### src/rtl/dclru_pkg.sv
// dclru_pkg: shared types and constants of the 8-way lru data cache
// used by the controller, the datapath and the top level
package dclru_pkg;

  // tag width of the original address split
  localparam int unsigned TAG_LIMIT = 19;

  // age counter of the most recently used way
  localparam logic [2:0] AGE_TOP = 3'd7;

  // register reset values
  localparam logic [31:0] FILL_RESET    = 32'h1234_1234;
  localparam logic [7:0]  PENALTY_RESET = 8'd50;

  // access kinds
  localparam logic OP_READ  = 1'b0;
  localparam logic OP_WRITE = 1'b1;

  // configuration register byte addresses
  localparam int unsigned PADDR_W = 3;
  localparam logic [PADDR_W-1:0] REG_FILL    = 3'd0;
  localparam logic [PADDR_W-1:0] REG_PENALTY = 3'd4;

  // controller states
  typedef enum logic [4:0] {
    S_CLEAR  = 5'b00001,
    S_IDLE   = 5'b00010,
    S_LOOKUP = 5'b00100,
    S_FILL   = 5'b01000,
    S_RESP   = 5'b10000
  } dclru_state_t;

  // commands from controller to datapath
  typedef struct packed {
    logic clear_wr;
    logic accept;
    logic lookup;
    logic fill_wr;
    logic resp_load;
  } dclru_cmd_t;

  // status from datapath to controller
  typedef struct packed {
    logic clear_last;
    logic hit;
    logic fill_last;
    logic out_busy;
  } dclru_sts_t;

endpackage

### src/rtl/dclru_ctrl.sv
// dclru_ctrl: sequencing state machine of the lru data cache
// depends on dclru_pkg
module dclru_ctrl
  import dclru_pkg::*;
(
  input  logic       clk,
  input  logic       rst,
  input  logic       in_valid,
  output logic       in_stall,
  input  dclru_sts_t sts,
  output dclru_cmd_t cmd
);

  dclru_state_t state, state_next;

  // state register
  always_ff @(posedge clk) begin
    if (rst) begin
      state <= S_CLEAR;
    end else begin
      state <= state_next;
    end
  end

  // next state and commands
  always_comb begin
    state_next = state;
    cmd        = '0;
    case (state)
      S_CLEAR: begin
        cmd.clear_wr = 1'b1;
        if (sts.clear_last) state_next = S_IDLE;
      end
      S_IDLE: begin
        if (in_valid) begin
          cmd.accept = 1'b1;
          state_next = S_LOOKUP;
        end
      end
      S_LOOKUP: begin
        cmd.lookup = 1'b1;
        state_next = sts.hit ? S_RESP : S_FILL;
      end
      S_FILL: begin
        cmd.fill_wr = 1'b1;
        if (sts.fill_last) state_next = S_RESP;
      end
      S_RESP: begin
        if (!sts.out_busy) begin
          cmd.resp_load = 1'b1;
          state_next    = S_IDLE;
        end
      end
      default: state_next = S_CLEAR;
    endcase
  end

  assign in_stall = (state != S_IDLE);

endmodule

### config.mk
export PLATFORM = sky130hd
export DESIGN_NAME = dclru_ctrl
export DESIGN_NICKNAME = d
export VERILOG_FILES = /design/src/rtl/dclru_pkg.sv /design/src/rtl/dclru_ctrl.sv
export SDC_FILE = /design/constraint.sdc
export NUM_CORES = 1
export LEC_CHECK = 0
export ABC_AREA = 1
export BUFFER_PORTS_ARGS = -buffer_cell sky130_fd_sc_hd__buf_2
export CORE_AREA = 2 2 39 41
export DETAILED_ROUTE_END_ITERATION = 6
export DIE_AREA = 0 0 41 43
export GPL_TIMING_DRIVEN = 0
export MAX_ROUTING_LAYER = met4
export SKIP_CTS_REPAIR_TIMING = 1
export SLEW_MARGIN = 5
export SYNTH_ARGS = -nofsm -noshare
export SYNTH_HDL_FRONTEND = slang
export SYNTH_SLANG_ARGS = --single-unit
export TNS_END_PERCENT = 30
### constraint.sdc
create_clock -name clk -period 2.55 [get_ports clk]
set_input_delay 0.3825 -clock clk [delete_from_list [all_inputs] [get_ports clk]]
set_output_delay 0.3825 -clock clk [all_outputs]
set_load 0.1 [all_outputs]
Word level (Yosys, flattened, before mapping)
Index checks and enable logic that the tools add are counted.
{ "word_totals": {"reg_bits": 5, "inputBits": 7} }
{ "classes": {"eq_ne": 10, "n_mux": 13, "n_reduce_logical": 1} }
{ "op_table": {"columns": ["op", "n"], "rows": [
  ["5-bit 2-to-1 mux", 5],
  ["5-bit one-hot mux with 5 select lines", 1],
  ["2-bit != test, second input constant", 4],
  ["1-bit 2-to-1 mux", 7],
  ["5-bit by 1-bit == test with 1-bit output, second input constant", 1],
  ["5-bit by 2-bit == test with 1-bit output, second input constant", 1],
  ["5-bit by 3-bit == test with 1-bit output, second input constant", 1],
  ["5-bit by 4-bit == test with 1-bit output, second input constant", 1],
  ["5-bit == test, second input constant", 1],
  ["5-bit by 2-bit != test with 1-bit output, second input constant", 1],
  ["4-bit AND reduction", 1]
]} }

Longest topological paths before layout
Gate-level depths: netlist of run 1.
{ "depth": {"depth_word": 3, "mapped_depth": 7, "ltp_nobuf": 7} }

Worst setup path before layout of run 1
OpenSTA, ideal clock, no wires.
{ "synth_timing": {"kind": "flip-flop to output port", "start": "register state[1]", "end": "output cmd[3] (netlist name)", "arrival_time_ns": 2.963, "required_ns": 2.168, "path_slack_ns": -0.795, "stages_incl_launch_ff": 5, "path_buffers": 0, "path_cell_list": "dfxtp_1 > inv_1 > nor2_1 > nand3_1 > nor2_1"} }
{ "synth_rtl": {"columns": ["element", "line", "rtl"], "rows": [
  ["start: declaration", "dclru_ctrl.sv:14", "dclru_state_t state, state_next;"],
  ["start signal: assignment", "dclru_ctrl.sv:21", "state <= state_next;"],
  ["end: declaration", "dclru_ctrl.sv:11", "output dclru_cmd_t cmd"]
]} }

==> run metrics, run 1 <==
root buffer cell=clkbuf_4; H-tree levels=1; HPWL after detailed placement=566 µm; Mean Syn Cell Area=between 6 and 7 µm²; Worst Max-Slew Pin Slew=485 ps; n_diodes=0; Die X-Extent=41 µm; TritonCTS clock tree=yes; worst reg2reg path endpoint=state[1]; initial detailed-routing violation count=9; DR WL/cell=~8.5 µm; Ys Warns=0; sw frac=45.2%; HP Class=in2reg; die height=roughly 43 µm; first-pass GRT wire length=1080 µm; Layout Nets=71; Switching Power=approximately 150 µW; Buffers on Ports=12; R2R depth=6; Core Box Area=1380 µm²; Non-Filler Instances=between 70 and 80; largest reg by FF count=state; pin count of the biggest net entering global routing=8; crit path max fanout=6; final core occ=31.4%; sequential share of the synthesized area=31.7%; maximum clock rate=roughly 530 MHz; die area=approximately 1800 µm²; Seq pwr share=between 20 and 30%; initial antenna violation count=0; logic gate share of total power=42.8%; Antenna Nets Post-Route=0; CP top delay family=simple AND/OR/NAND/NOR gates; Detailed Route WL=675 µm; Clock Latency Late Sink=between 200 and 250 ps; synthesized cell area=315 µm²; vias=342; pwr dens=745 nW/µm²; io pins=13; kind of critical path=reg2out; Post-Synthesis Cells=47; total grt overflow=0; CP bufs+invs=1; Worst Setup SP=state[2]; leading registers by flop count=state: 5 flops; WHS Path Cells=2; Clock Pin Slew Worst Setup and Hold Paths=~40 ps; P_int=177 µW; Area growth syn-to-layout=37.7%; Post-Syn Nets=54; vias per inst=4.33; Cell Chain, Critical Path=nor2_2 -> nand3_2 -> nor2_4 -> buf_2; min-delay src=rst; max reg flops=5; initial core utilization=22.8%; Final Hold Vio Count=0; ratio of cells with drive above 1 in the final layout=38.1%; Yosys cell types=15; Peak VDD IR=0.000340 V; Max Root-Sink Buffers=2; RD Place Congestion=around 0.86; GRT Overall Usage=9.06%; status=finished, final reports clean; setup_tns=0 ps; max incr delay on CP=about 420 ps; CP arrival=approximately 1500 ps; Pins Over Slew Limit=0; Critical Path RT=2170 ps; Clock Sinks=5; Leakage Power=between 0.0002 and 0.00025 µW; setup violators final=0; CP Capture Type=primary output; num rows=14; RSZ-0062 raised after global routing=false; TritonCTS Buffers=3; vias in the first global route=270; Worst Hold End=state[4]; drt drc=0; R2R setup slack=1430 ps; Slowest-stage cell, CP=buf_2; slew margin rel.=~68%; Clock power frac=27.4%; worst r2r src=state[2]; min Tclk post-route=between 1500 and 2000 ps; Critical Path Start Type=flop; Placed Cells=75; hold slack=361 ps; ratio of final minimum period to clock period=74.6%; first drt pass iteration count=4; Worst Skew=4.79 ps; max-cap violations=0; Yosys reg bits=5
==> power groups by stage <==
| stage | logic, µW | clock network [µW] | registers (µW) |
|---|---|---|---|
| 3_3_place_gp | 139 | 0 | 98.1 |
| 5_1_grt | 149 | 97.8 | 98.1 |
| 4_1_cts | 139 | 92.2 | 96.6 |
| 6_report | 138 | 88.6 | 96.6 |
| 2_1_floorplan | 117 | 0 | 97.0 |
| 3_5_place_dp | 139 | 0 | 98.0 |
==> per-layer routing <==
metal,global-route usage [%],routed length [µm]
met5,-,0
met2,11.3,295
met4,4.00,0
met1,13.9,324
met3,1.57,55
==> synth_stat cells <==
cell type / number / share of area [%]
inv_1: 10 / 12
nand2_1: 6 / 7.1
nor2_1: 6 / 7.1
dfxtp_1: 5 / 32
nand3_1: 5 / 7.9
nand4_1: 3 / 6.0
a21oi_1: 2 / 3.2
nand4_2: 2 / 7.9
nor2_2: 2 / 4.0
a21oi_2: 1 / 2.8
inv_2: 1 / 1.2
nand3b_1: 1 / 2.4
nor2_4: 1 / 3.6
nor3_1: 1 / 1.6
o21ai_1: 1 / 1.6
==> per-stage QoR <==
step | cell area [µm²] | setup slack [ps] | total power (µW)
after CTS | 434 | 646 | 328
after global routing | 434 | 580 | 345
final | 434 | 648 | 323
after detailed placement | 408 | 910 | 237
after floorplan | 328 | 285 | 214
after global placement | 408 | 913 | 237
==> how the worst max path moves through the flow <==
| stage | slack (ps) | cells past startpoint | to |
|---|---|---|---|
| after floorplan | 290 | 3 | cmd[0] |
| after global placement | 910 | 5 | cmd[3] |
| after detailed placement | 910 | 4 | cmd[3] |
| after CTS | 650 | 4 | cmd[3] |
| after global routing | 580 | 4 | cmd[3] |
| final | 650 | 4 | cmd[3] |
==> worst reg2reg max path, delay by kind of cell, from the launching register on <==
family / cells / cell delay (ps)
flip-flops: 1 / 330
AND/OR/NAND/NOR: 5 / 630
AO/OA/AOI/OAI: 1 / 50
==> cells in the final DEF, fill, tap and decap left out <==
cell type / count
a21oi_1: 2
a21oi_2: 1
buf_2: 12
clkbuf_1: 1
clkbuf_4: 3
dfxtp_1: 5
inv_1: 10
inv_2: 1
nand2_1: 6
nand3_1: 4
nand3_2: 1
nand3b_1: 1
nand4_1: 3
nand4_2: 2
nor2_1: 5
nor2_2: 2
nor2_4: 2
nor3_1: 1
o21ai_1: 1
==> cell type report <==
| cell class | instances | area, µm² |
|---|---|---|
| fill | 156 | 950 |
| multi-input combinational | 31 | 186 |
| sequential | 5 | 100 |
| timing repair buffer | 12 | 60.1 |
| inverter | 11 | 41.3 |
| clock buffer | 4 | 26.3 |
| tap | 16 | 20.0 |
==> logic make-up after synthesis <==
logic type,synth area share [%]
flops,31.7
compound gates,7.54
buf+inv,13.1
simple gates,47.6
No activity file was read; power rests on OpenSTA's default activity.
==> run 2: changes to the inputs <==
--- a/config.mk
+++ b/config.mk
@@ -5,7 +5,7 @@
 export SDC_FILE = /design/constraint.sdc
 export NUM_CORES = 1
 export LEC_CHECK = 0
-export ABC_AREA = 1
+export ABC_AREA = 0
 export BUFFER_PORTS_ARGS = -buffer_cell sky130_fd_sc_hd__buf_2
 export CORE_AREA = 2 2 39 41
 export DETAILED_ROUTE_END_ITERATION = 6
==> constraint.sdc (replaced) <==
create_clock -name clk -period 1.95 [get_ports clk]
set_input_delay 0.2925 -clock clk [delete_from_list [all_inputs] [get_ports clk]]
set_output_delay 0.2925 -clock clk [all_outputs]
set_load 0.1 [all_outputs]
==> run 2 against run 1 <==
Net effect:
- highest routed layer unchanged
- via count increased by 13%
- register-to-register slack got worse by 930 ps
- sequential power up 28%
- setup slack worse by 550 ps
- sequential cell count unchanged
==> run metrics, run 2 <==
min-delay src=in_valid; asr flop ratio synth=0% (unchanged); Worst Max-Slew Pin Slew=483 ps (-2.19 ps); max reg flops=5 (unchanged); Area growth syn-to-layout=37.7% (about the same); Post-Place Worst Slack=216 ps (-694 ps); Leakage Power=0.000223 µW (-2.1%); Clock Pin Slew Worst Setup and Hold Paths=40 ps (about the same); TritonCTS Buffers=3 (unchanged); Max Root-Sink Buffers=2 (unchanged); ratio of cells with drive above 1 in the final layout=42.2% (+4.1 points); EDFF count, synth=0 (unchanged); kind of critical path=reg2out; H-tree levels=1 (unchanged); maximum clock rate=around 540 MHz; WHS Path Cells=2 (unchanged); DR WL/cell=10.4 µm (+21%); drt drc=0 (unchanged); initial detailed-routing violation count=8 (-1); Post-Synthesis Cells=48 (+2.1%); setup_tns=0 ps (unchanged); synthesized cell area=362 µm² (+15%); TritonCTS clock tree=yes; HP Class=in2reg; RSZ-0062 raised after global routing=false; worst r2r src=state[4]; Buffers on Ports=12 (unchanged); commonest cells after routing, fill and taps aside=buf_2, clkbuf_4, nor2_1, dfxtp_1; die height=43 µm (unchanged); Critical Path Start Type=flop; status=finished, final reports clean; Antenna Nets Post-Route=0 (unchanged); largest area contributor in the synthesized netlist=dfxtp_1; Layout Nets=72 (+1.4%); first drt pass iteration count=4 (unchanged); R2R setup slack=500 ps (-930 ps); Final Hold Vio Count=0 (unchanged); Clock Latency Late Sink=240 ps (about the same); Mean Syn Cell Area=7.53 µm² (+12%); top cell types by occurrence after synthesis=nor2_1, dfxtp_1, o21ai_0; Ys Warns=0 (unchanged); largest reg by FF count=state; CP arrival=1560 ps (+40 ps); Die X-Extent=41 µm (unchanged); Core Box Area=1380 µm² (unchanged); cell with the most instances after synthesis=nor2_1; total grt overflow=0 (unchanged); min Tclk post-route=1860 ps; Post-Syn Nets=55 (+1.9%); pin count of the biggest net entering global routing=11 (+3); GRT Overall Usage=11.4% (+2.4 points); Critical Path RT=1660 ps (-510 ps); io pins=13 (unchanged); # fillers=156 (unchanged); initial antenna violation count=0 (unchanged); setup violators final=0 (unchanged); max-cap violations=0 (unchanged); sequential share of the synthesized area=27.7% (-4.1 points); Worst Hold End=state[1]; slack of the critical path=93.2 ps (-554 ps); vias in the first global route=316 (+17%); HPWL after detailed placement=640 µm (+13%); leading registers by flop count=state: 5 flops; Synth top area share=27.7% (-4.1 points); Yosys cell types=26 (+11); slew margin rel.=68.0% (+0.15 points); Pins Over Slew Limit=0 (unchanged); prevailing post-synth register cell=dfxtp_1; R2R depth=5 (-1); worst reg2reg path endpoint=state[0]; crit path max fanout=9 (+3); Peak VDD IR=0.000414 V (+22%); final core occ=36.0% (+4.6 points); root buffer cell=clkbuf_4; most common cell after layout, fill and taps aside=buf_2; n_diodes=0 (unchanged); die area=1760 µm² (unchanged); CP Capture Type=primary output; hold slack=282 ps (-79.8 ps); first-pass GRT wire length=1330 µm (+24%); Worst Skew=2.25 ps (-2.55 ps); Detailed Route WL=828 µm (+23%); num rows=14 (unchanged); Clock Sinks=5 (unchanged); largest cells by area after synthesis=dfxtp_1, nor2_1, o32ai_1; pwr dens=925 nW/µm² (+24%); vias per inst=4.83 (+11%); RD Place Congestion=0.764 (-11%); ratio of final minimum period to clock period=95.2%; initial core utilization=26.1% (+3.3 points); vias=386 (+13%); Tot Pwr=461 µW (+42%); Yosys reg bits=5 (unchanged)
## run 2: cell count changes after synthesis, sizes merged, moves of 2 or more
cell | previous run | this run
nand2b | 0 | 2
or3b | 0 | 2
o21ai | 1 | 3
nor4 | 0 | 2
nand4 | 5 | 0
nand3 | 5 | 2
nand2 | 6 | 0
inv | 11 | 2
o32ai | 0 | 2
buf | 0 | 4
## run 2: worst max-delay path by stage
stage	start	end	slack, ps	cells after the start
floorplan	state[3]	cmd[3]	-190	3
global placement	state[4]	cmd[4]	220	5
detailed placement	state[1]	cmd[4]	220	5
CTS	state[1]	cmd[4]	-40	5
global route	state[1]	cmd[1]	3	5
finish	state[4]	cmd[1]	90	5
## run 2: cell families after synthesis
logic type	synth area share, %
and+or+nand+nor	41.5
xor gates and xnor gates	2.42
AOI/OAI and AO/OA	18.3
DFF	27.7
buffers and inverters	10.0
## run 2: metrics by stage
| step | area [µm²] | cells |
|---|---|---|
| 2_1_floorplan | 382 | 48 |
| 3_3_place_gp | 462 | 76 |
| 3_5_place_dp | 462 | 76 |
| 4_1_cts | 488 | 80 |
| 5_1_grt | 498 | 80 |
| 6_report | 498 | 80 |
## run 2: power by group
group | internal (µW) | switching, µW | total [µW]
logic | 68.0 | 153 | 221
clock network | 77.1 | 38.9 | 116
registers | 114 | 10.2 | 124
## run 2: cell type report
class	count	area [µm²]	area share (%)
plain buffers	4	28.8	5.78
clock buffers	4	26.3	5.28
inverters	2	7.51	1.51
multi-input cells	37	245	49.2
flip-flops and latches	5	100	20.1
well taps	16	20.0	4.02
repair buffers	12	70.1	14.1
## run 2: critical path: stages (launching register included)
cell      delay (ps)
dfxtp_1          300
buf_6            120
or3_1            350
buf_2            160
nor2_2            70
clkbuf_4         320
## run 2: layer usage
metal	part of all wire [%]	vias up	global-route usage [%]
met1	46	166	15.2
li1	-	201	-
met4	0	0	4.00
met2	43	19	14.4
met3	11	0	6.28
met5	0	-	-
